## config.mk

```make
export PLATFORM = sky130hd
export DESIGN_NAME = ncu_seq_unit
export DESIGN_NICKNAME = d
export VERILOG_FILES = /design/src/design/ncu_pkg.sv /design/src/design/ncu_seq_unit.sv
export SDC_FILE = /design/constraint.sdc
export NUM_CORES = 1
export LEC_CHECK = 0
export ABC_AREA = 1
export BUFFER_PORTS_ARGS = -buffer_cell sky130_fd_sc_hd__buf_2
export CAP_MARGIN = 20
export CORE_ASPECT_RATIO = 0.75
export CORE_UTILIZATION = 40
export CTS_BUF_LIST = sky130_fd_sc_hd__clkbuf_4 sky130_fd_sc_hd__clkbuf_8
export CTS_CLUSTER_SIZE = 12
export DETAILED_ROUTE_END_ITERATION = 10
export HOLD_SLACK_MARGIN = 0.12
export PLACE_DENSITY = 0.55
export REMOVE_ABC_BUFFERS = 1
export SLEW_MARGIN = 10
export SYNTH_ARGS = -nofsm -noshare
export SYNTH_HDL_FRONTEND = slang
export SYNTH_SLANG_ARGS = --single-unit
export TNS_END_PERCENT = 50
```

## constraint.sdc

```tcl
create_clock -name clk -period 8.5 [get_ports clk]
set_input_delay 1.275 -clock clk [delete_from_list [all_inputs] [get_ports clk]]
set_output_delay 1.275 -clock clk [all_outputs]
set_load 0.01 [all_outputs]
```

## src/design/ncu_pkg.sv

```systemverilog
// Shared types, codes and helpers for the network coordinate update block.
// No dependencies; imported by every module of the block.
package ncu_pkg;

	// Operand and result widths of the shared iterative unit
	localparam int unsigned OPA_W = 68;
	localparam int unsigned OPB_W = 40;
	localparam int unsigned RES_W = 80;
	localparam int unsigned DIV_BITS = 52;
	localparam int unsigned SQRT_PAIRS = 34;

	// Shared unit operations
	typedef logic [1:0] ncu_op_t;
	localparam ncu_op_t OP_MUL  = 2'd0;
	localparam ncu_op_t OP_DIV  = 2'd1;
	localparam ncu_op_t OP_SQRT = 2'd2;

	// Request from the sequencer to the shared unit
	typedef struct packed {
		logic    start;
		ncu_op_t op;
	} ncu_req_t;

	// Result status codes
	typedef logic [1:0] ncu_status_t;
	localparam ncu_status_t STATUS_OK     = 2'd0;
	localparam ncu_status_t STATUS_RANGE  = 2'd1;
	localparam ncu_status_t STATUS_RTT    = 2'd2;
	localparam ncu_status_t STATUS_ERRSUM = 2'd3;

	// Configuration register indexes
	localparam logic [2:0] CFG_COORD_GAIN     = 3'd0;
	localparam logic [2:0] CFG_ERROR_GAIN     = 3'd1;
	localparam logic [2:0] CFG_ERROR_FLOOR    = 3'd2;
	localparam logic [2:0] CFG_INITIAL_ERROR  = 3'd3;
	localparam logic [2:0] CFG_CONVERGE_EVERY = 3'd4;
	localparam logic [2:0] CFG_CONVERGE_ERROR = 3'd5;
	localparam logic [2:0] CFG_MAX_COORDINATE = 3'd6;
	localparam logic [2:0] CFG_MAX_RTT        = 3'd7;

	// RTT of the convergence pass: 10 ms in Q20.12
	localparam logic [31:0] CONV_RTT = 32'd40960;

	// floor(v / 10) for a 16-bit value by reciprocal multiply
	function automatic logic [12:0] div10(input logic [15:0] v);
		logic [35:0] p;
		p = {20'd0, v} * 36'd52429;
		return p[31:19];
	endfunction

	// magnitude of a 32-bit signed value
	function automatic logic [31:0] mag32(input logic [31:0] v);
		return v[31] ? (~v + 32'd1) : v;
	endfunction

endpackage

```

## src/design/ncu_seq_unit.sv

```systemverilog
// Shared iterative arithmetic unit: shift-add multiply, restoring divide,
// bit-pair square root. Depends on ncu_pkg.
module ncu_seq_unit (
	input  logic                      clk,
	input  logic                      arst_n,
	input  ncu_pkg::ncu_req_t         req,
	input  logic [ncu_pkg::OPA_W-1:0] opa,
	input  logic [ncu_pkg::OPB_W-1:0] opb,
	output logic                      done,
	output logic [ncu_pkg::RES_W-1:0] res
);
	import ncu_pkg::*;

	logic               busy_q;
	logic               done_q;
	ncu_op_t            op_q;
	logic [5:0]         cnt_q;
	logic [RES_W-1:0]   a_q;
	logic [OPB_W-1:0]   b_q;
	logic [OPB_W-1:0]   rem_q;
	logic [RES_W-1:0]   acc_q;

	logic [OPB_W-1:0]   div_trial;
	logic               div_ge;
	logic [OPB_W-1:0]   sq_trial;
	logic [OPB_W-1:0]   sq_test;
	logic               sq_ge;
	logic               last;

	// trial subtracts for divide and square root
	always_comb begin
		div_trial = {rem_q[OPB_W-2:0], a_q[RES_W-1]};
		div_ge    = div_trial >= b_q;
		sq_trial  = {rem_q[OPB_W-3:0], a_q[RES_W-1:RES_W-2]};
		sq_test   = {acc_q[OPB_W-3:0], 2'b01};
		sq_ge     = sq_trial >= sq_test;
		case (op_q)
			OP_MUL:  last = (b_q == '0);
			default: last = (cnt_q == '0);
		endcase
	end

	// control: busy, iteration count, completion pulse
	always_ff @(posedge clk or negedge arst_n) begin
		if (!arst_n) begin
			busy_q <= 1'b0;
			done_q <= 1'b0;
			op_q   <= OP_MUL;
			cnt_q  <= '0;
		end else begin
			done_q <= 1'b0;
			if (req.start) begin
				busy_q <= 1'b1;
				op_q   <= req.op;
				case (req.op)
					OP_DIV:  cnt_q <= 6'(DIV_BITS);
					OP_SQRT: cnt_q <= 6'(SQRT_PAIRS);
					default: cnt_q <= '0;
				endcase
			end else if (busy_q) begin
				if (last) begin
					busy_q <= 1'b0;
					done_q <= 1'b1;
				end else if (op_q != OP_MUL) begin
					cnt_q <= cnt_q - 6'd1;
				end
			end
		end
	end

	// datapath: one step per cycle
	always_ff @(posedge clk) begin
		if (req.start) begin
			acc_q <= '0;
			rem_q <= '0;
			b_q   <= opb;
			case (req.op)
				OP_DIV:  a_q <= {opa[DIV_BITS-1:0], (RES_W-DIV_BITS)'(0)};
				OP_SQRT: a_q <= {opa, (RES_W-OPA_W)'(0)};
				default: a_q <= RES_W'(opa);
			endcase
		end else if (busy_q && !last) begin
			case (op_q)
				OP_MUL: begin
					if (b_q[0])
						acc_q <= acc_q + a_q;
					a_q <= {a_q[RES_W-2:0], 1'b0};
					b_q <= {1'b0, b_q[OPB_W-1:1]};
				end
				OP_DIV: begin
					rem_q <= div_ge ? (div_trial - b_q) : div_trial;
					acc_q <= {acc_q[RES_W-2:0], div_ge};
					a_q   <= {a_q[RES_W-2:0], 1'b0};
				end
				OP_SQRT: begin
					rem_q <= sq_ge ? (sq_trial - sq_test) : sq_trial;
					acc_q <= {acc_q[RES_W-2:0], sq_ge};
					a_q   <= {a_q[RES_W-3:0], 2'b00};
				end
				default: begin
					acc_q <= acc_q;
				end
			endcase
		end
	end

	assign done = done_q;
	assign res  = acc_q;

endmodule

```

## Word-level counts from Yosys, hierarchy flattened

Index checks and enable logic that the tools add are counted.

- Register bits after elaboration: 249
- Bits in latches: 0
- RAM bits: 0
- Bits in read-only memories: 0
- Input bits: 113
- Output and inout bits: 81
- Logic and storage cells: 63
- Memories kept: 0

- Add/sub/neg operators: 4
- $mul: 0
- Divide/modulo/power cells: 0
- $lt $le $gt $ge: 2
- Eq/ne operators: 6
- Shift-type cells: 0
- Mux-type cells: 24
- Bitwise logic cells: 0
- Reductions and logical operators: 19

Operators by type and width:

| kind | number |
|---|---|
| $pmux W80 S2 | 2 |
| $mux W80 | 3 |
| $pmux W80 S3 | 1 |
| $mux W40 | 3 |
| $add A80 B80 Y80 | 1 |
| $ge A40 B40 Y1 | 2 |
| $mux W39 | 2 |
| $pmux W39 S2 | 1 |
| $sub A39 B39 Y39 | 2 |
| $logic_not A40 Y1 | 1 |
| $mux W6 | 4 |
| $pmux W6 S2 | 1 |
| $reduce_bool A2 Y1 | 6 |
| $mux W1 | 7 |
| $logic_not A6 Y1 | 1 |
| $reduce_and A2 Y1 | 3 |
| $reduce_and A3 Y1 | 2 |
| $reduce_bool A3 Y1 | 2 |
| $sub A6 B1 Y6 const B | 1 |
| $eq A2 B1 Y1 const B | 2 |
| $eq A2 B2 Y1 const B | 2 |
| $ne A2 B2 Y1 const B | 2 |
| $logic_not A2 Y1 | 1 |
| $reduce_or A2 Y1 | 1 |
| 2 further kinds | 2 |

## Logic depth before layout (Yosys ltp)

- Depth after elaboration: 6
- Depth in mapped cells: 20
- Gate-level depth less buffers: 20

## Worst setup path before layout

No wires, ideal clock.

- Kind: reg2reg
- Start point: register op_q[0]
- End point: register a_q[0] (enable)
- Setup time: 535 ps
- Arrival time: 6,284 ps
- Required time: 7,965 ps
- Setup slack: 1,681 ps
- Stages on the path, launching flop included: 13
- Path buffers: 0
- Clock period less this slack: 6,819 ps
- Cell sequence: dfrtp_1 -> inv_1 -> ha_1 -> inv_2 -> nor4_1 -> nand3_1 -> nor2_1 -> nand2_1 -> nand2_1 -> inv_2 -> nand2_1 -> o21ai_0 -> o21bai_1

- Cells in the longest elaborated chain, start to end: 6
- Elaborated cells on any way between the ends: 10
- Those cells by class: eq/ne (2); mux (1); reduce/logical (7)

Ends and longest elaborated chain:

| element | RTL line | source |
|---|---|---|
| start: declaration | ncu_seq_unit.sv:16 | `ncu_op_t op_q;` |
| start signal: assignment | ncu_seq_unit.sv:54 | `op_q <= req.op;` |
| $logic_not A2 Y1 | ncu_seq_unit.sv:37, ncu_seq_unit.sv:83 |  |
| $mux W1 | ncu_seq_unit.sv:37 | `case (op_q)` |
| $logic_not A1 Y1 | ncu_seq_unit.sv:82 | `end else if (busy_q && !last) begin` |
| $logic_and A1 B1 Y1 | ncu_seq_unit.sv:82 |  |
| $reduce_bool A2 Y1 (no source line) | n/a |  |
| $reduce_and A2 Y1 (no source line) * | n/a |  |
| end signal: assignment | ncu_seq_unit.sv:79 | `OP_SQRT: a_q <= {opa, (RES_W-OPA_W)'(0)};` |
| end signal: assignment | ncu_seq_unit.sv:80 | `default: a_q <= RES_W'(opa);` |
| end signal: assignment | ncu_seq_unit.sv:87 | `a_q <= {a_q[RES_W-2:0], 1'b0};` |
| end: declaration | ncu_seq_unit.sv:18 | `logic [RES_W-1:0] a_q;` |

Every way passes the cells marked *; elsewhere a longest branch is shown, timed or not.
A chain may end at the register's enable or synchronous reset.

## Worst setup path in the final report

- Start point: register a_q[79]
- End point: register acc_q[0], in the netlist res[0]

- Cells in the longest elaborated chain, start to end: 2
- Elaborated cells on any way between the ends: 3
- Those cells by class: order compare (2); mux (1)

Ends and longest elaborated chain:

| element | RTL line | source |
|---|---|---|
| start signal: assignment | ncu_seq_unit.sv:78 | `OP_DIV: a_q <= {opa[DIV_BITS-1:0], (RES_W-DIV_BITS)'(0)};` |
| start signal: assignment | ncu_seq_unit.sv:79 |  |
| start signal: assignment | ncu_seq_unit.sv:80 |  |
| $ge A40 B40 Y1, on equally long branches | ncu_seq_unit.sv:36, ncu_seq_unit.sv:33 |  |
| $pmux W80 S3 * | ncu_seq_unit.sv:83 | `case (op_q)` |
| end signal: assignment | ncu_seq_unit.sv:86 | `acc_q <= acc_q + a_q;` |
| end signal: assignment | ncu_seq_unit.sv:92 | `acc_q <= {acc_q[RES_W-2:0], div_ge};` |
| end signal: assignment | ncu_seq_unit.sv:97 | `acc_q <= {acc_q[RES_W-2:0], sq_ge};` |
| end: declaration | ncu_seq_unit.sv:21 | `logic [RES_W-1:0] acc_q;` |

Marked as above.

==> summary.txt <==
Clock Skew - 0.05762 ns
worst r2r dst - res[0]
worst-path cell chain - inv_1 -> ha_1 -> inv_1 -> fa_1 -> nand2_1 -> nand3_1 -> and2_1 -> nand2_1 -> nand2_1 -> nand3_1 -> nand4_4 -> buf_4 -> nand2_1 -> nand3_1 -> o21ai_1 -> a21oi_1
clk buf depth - 3
post-CTS sizing - 0
mean post-synth cell area - 5.915 µm²
Setup crit start kind - register
CTS clock-pin slew for the worst setup and hold paths - 0.07 ns
Final HPWL DP - 90.09 mm
Reg-to-Reg Start - a_q[79]
Die Area - 67710 µm²
final hold vios - 0
VDD IR max - 0.2239 mV
worst skew pair latency - 0.71 ns
Critical Path RT - 9.13 ns
Placer Congestion - 1.043
post-synth cell types - 56
# fillers - 7178
layout cell share with drive strength beyond 1 - 0.08039
Worst R2R Setup Slack - 4.48 ns
Slew Viols, Final - 0
DRC Markers - 0
post-route ant nets - 0
Worst Tran Pin Value - 1.059 ns
slowest CP cell - edfxtp_1
CORE AREA - 65570 µm²
final critical-path required period - 4.017 ns
Max Clock Freq - 248.9 MHz
RSZ-0062 raised after global routing - false
cell mode on critical path - nand2_1
final core occ - 0.4473
ys async rst share - 0.04016
cts hold-fix bufs - 0
TritonCTS clock tree - built
Crit Path Max Fanout - 69
Worst path max stage delay - 0.70 ns
PD cells - 368.5 nW/µm²
run status - complete, no violations
largest cells by area after synthesis - nand2_1, edfxtp_1, inv_1
ys flop type - edfxtp_1
Syn Inst Count - 4508
GRT Total Usage - 0.3234
worst rel slew slack - 0.2939
root buffer cell - clkbuf_8
Post-CTS Setup Inserts - 0
GR Overflow Total - 0
Clock Sinks - 249
Synth area leader - nand2_1
synth warn - 0
Max Cap Viol - 0
Netlist Area Pre-Place - 26670 µm²
Post-synth EDFFs - 120
row cnt - 81
fin nets - 4909
Starting Density - 0.4067
Leak - 15.04 nW
via count - 29570
Worst Setup End Kind - register
area grow syn2layout - 9.980%
drt wl/cell - 20.25 µm
largest net degree at the start of global routing - 126
initial antenna violation count - 0
vias in the first global route - 25860
Die Wd - 300.1 µm
Reg2Reg Depth - 16
1st-iter DRT viols - 3247
WP data arrival - 4.64 ns
H-tree depth - 2
CTS Buf Count - 47
Final setup violation count - 0
Yosys top cell area share - 0.1950
Crit path buffers/inverters - 3
DRT Pass-1 Iters - 6
routed vias/inst - 5.342
Vert. Die Dim - 225.6 µm
worst min path class - in2async
Port Buffers - 193
CP top delay family - simple AND/OR/NAND/NOR gates
flops & latches, synth - 249
final WL - 112.1 mm
Crit Path Class - reg2reg
I/O Pins - 194
period utilization - 0.4726
setup_tns - 0 ns
diode count - 0
sequential area share after synthesis - 0.2338
global-route wire length before repair - 165.1 mm
layout by cell type (no fill, tap or decap), types with 20 or more instances in the layout:
| cell | instances |
|---|---|
| nand2_1 | 1385 |
| inv_1 | 751 |
| nor2_1 | 453 |
| nand3_1 | 338 |
| a21oi_1 | 320 |
| o21ai_0 | 248 |
| buf_2 | 193 |
| ha_1 | 166 |
| edfxtp_1 | 120 |
| dfxtp_1 | 119 |
| xnor2_1 | 56 |
| clkbuf_8 | 54 |
| o211ai_1 | 41 |
| nor3_1 | 39 |
| nand4_1 | 32 |
| o21bai_1 | 27 |
| xor2_1 | 26 |
| o22ai_1 | 25 |
| a32oi_1 | 21 |
| clkbuf_4 | 21 |
| buf_4 | 20 |
through the flow:
stage	setup WS [ns]	hold slack [ns]	cells	power (mW)	instance area, µm²
2_1_floorplan	0.5824	0.4430	4362	6.987	25980
3_3_place_gp	3.990	0.4887	5447	9.238	28290
3_5_place_dp	4.001	0.4849	5448	9.225	28290
4_1_cts	4.610	0.4246	5536	10.64	29330
5_1_grt	4.318	0.4537	5536	11.72	29330
6_report	4.483	0.4772	5536	10.81	29330
cells by family (layout without fill, tap and decap cells):
kind of cell,count (synthesis),after routing,share of synthesized area
fa+ha+maj,170,170,0.08033
simple gates,2309,2309,0.3541
xor+xnor,83,83,0.02754
buf+inv,916,1073,0.1340
flops,249,249,0.2338
compound gates,780,780,0.1699
mux,1,1,0.0003754
cell type report:
class | instances | area, µm² | area share
Clock buffer | 74 | 887.1 | 0.03025
Clock inverter | 14 | 150.1 | 0.005119
Inverter | 770 | 2897 | 0.09876
Multi-Input combinational cell | 3343 | 16920 | 0.5769
Sequential cell | 249 | 6236 | 0.2126
Tap cell | 871 | 1090 | 0.03716
Timing Repair Buffer | 215 | 1150 | 0.03921
layer usage:
layer / wire length (µm) / share of wire / GRT usage
met1: 55680 / 0.50 / 0.5101
met2: 41020 / 0.37 / 0.4186
met3: 13430 / 0.12 / 0.09331
met4: 1955 / 0.017 / 0.06517
met5: 0 / 0 / 0
flip-flops by register name (all words and copies together) (netlist names):
name    count
done        1
busy_q      1
cnt_q       6
b_q        40
res        80
rem_q      39
op_q        2
a_q        80
synth_stat cells, types with 13 or more instances:
cell / n
inv_1: 754
nand2_1: 1385
o211ai_2: 16
nand3_1: 338
inv_2: 14
o21a_1: 19
dfxtp_1: 119
nand4_1: 32
o211ai_1: 41
o21ai_0: 249
clkbuf_1: 96
nor3_1: 39
a21oi_1: 320
o21bai_1: 28
nand3b_1: 14
xnor2_1: 56
xor2_1: 26
edfxtp_1: 120
o22ai_1: 25
nor2_1: 456
a32oi_1: 21
a22oi_1: 13
ha_1: 168
buf_2: 24
worst max path at each step:
stage	startpoint	end	slack (ns)	depth (start not counted)
finish	a_q[79]	res[0]	4.48	16
global route	a_q[79]	res[0]	4.32	16
CTS	a_q[79]	res[0]	4.61	16
detailed placement	req[2]	a_q[3]	4.00	6
global placement	req[2]	a_q[3]	3.99	6
floorplan	req[2]	a_q[0]	0.58	3
power by group:
part | switching (mW) | total [mW] | internal, mW
sequential | 0.538 | 2.20 | 1.66
combinational | 4.92 | 7.23 | 2.31
clock | 0.619 | 1.37 | 0.755
total | 6.08 | 10.8 | 4.73
Note: power is estimated with default switching activity, not from simulation.
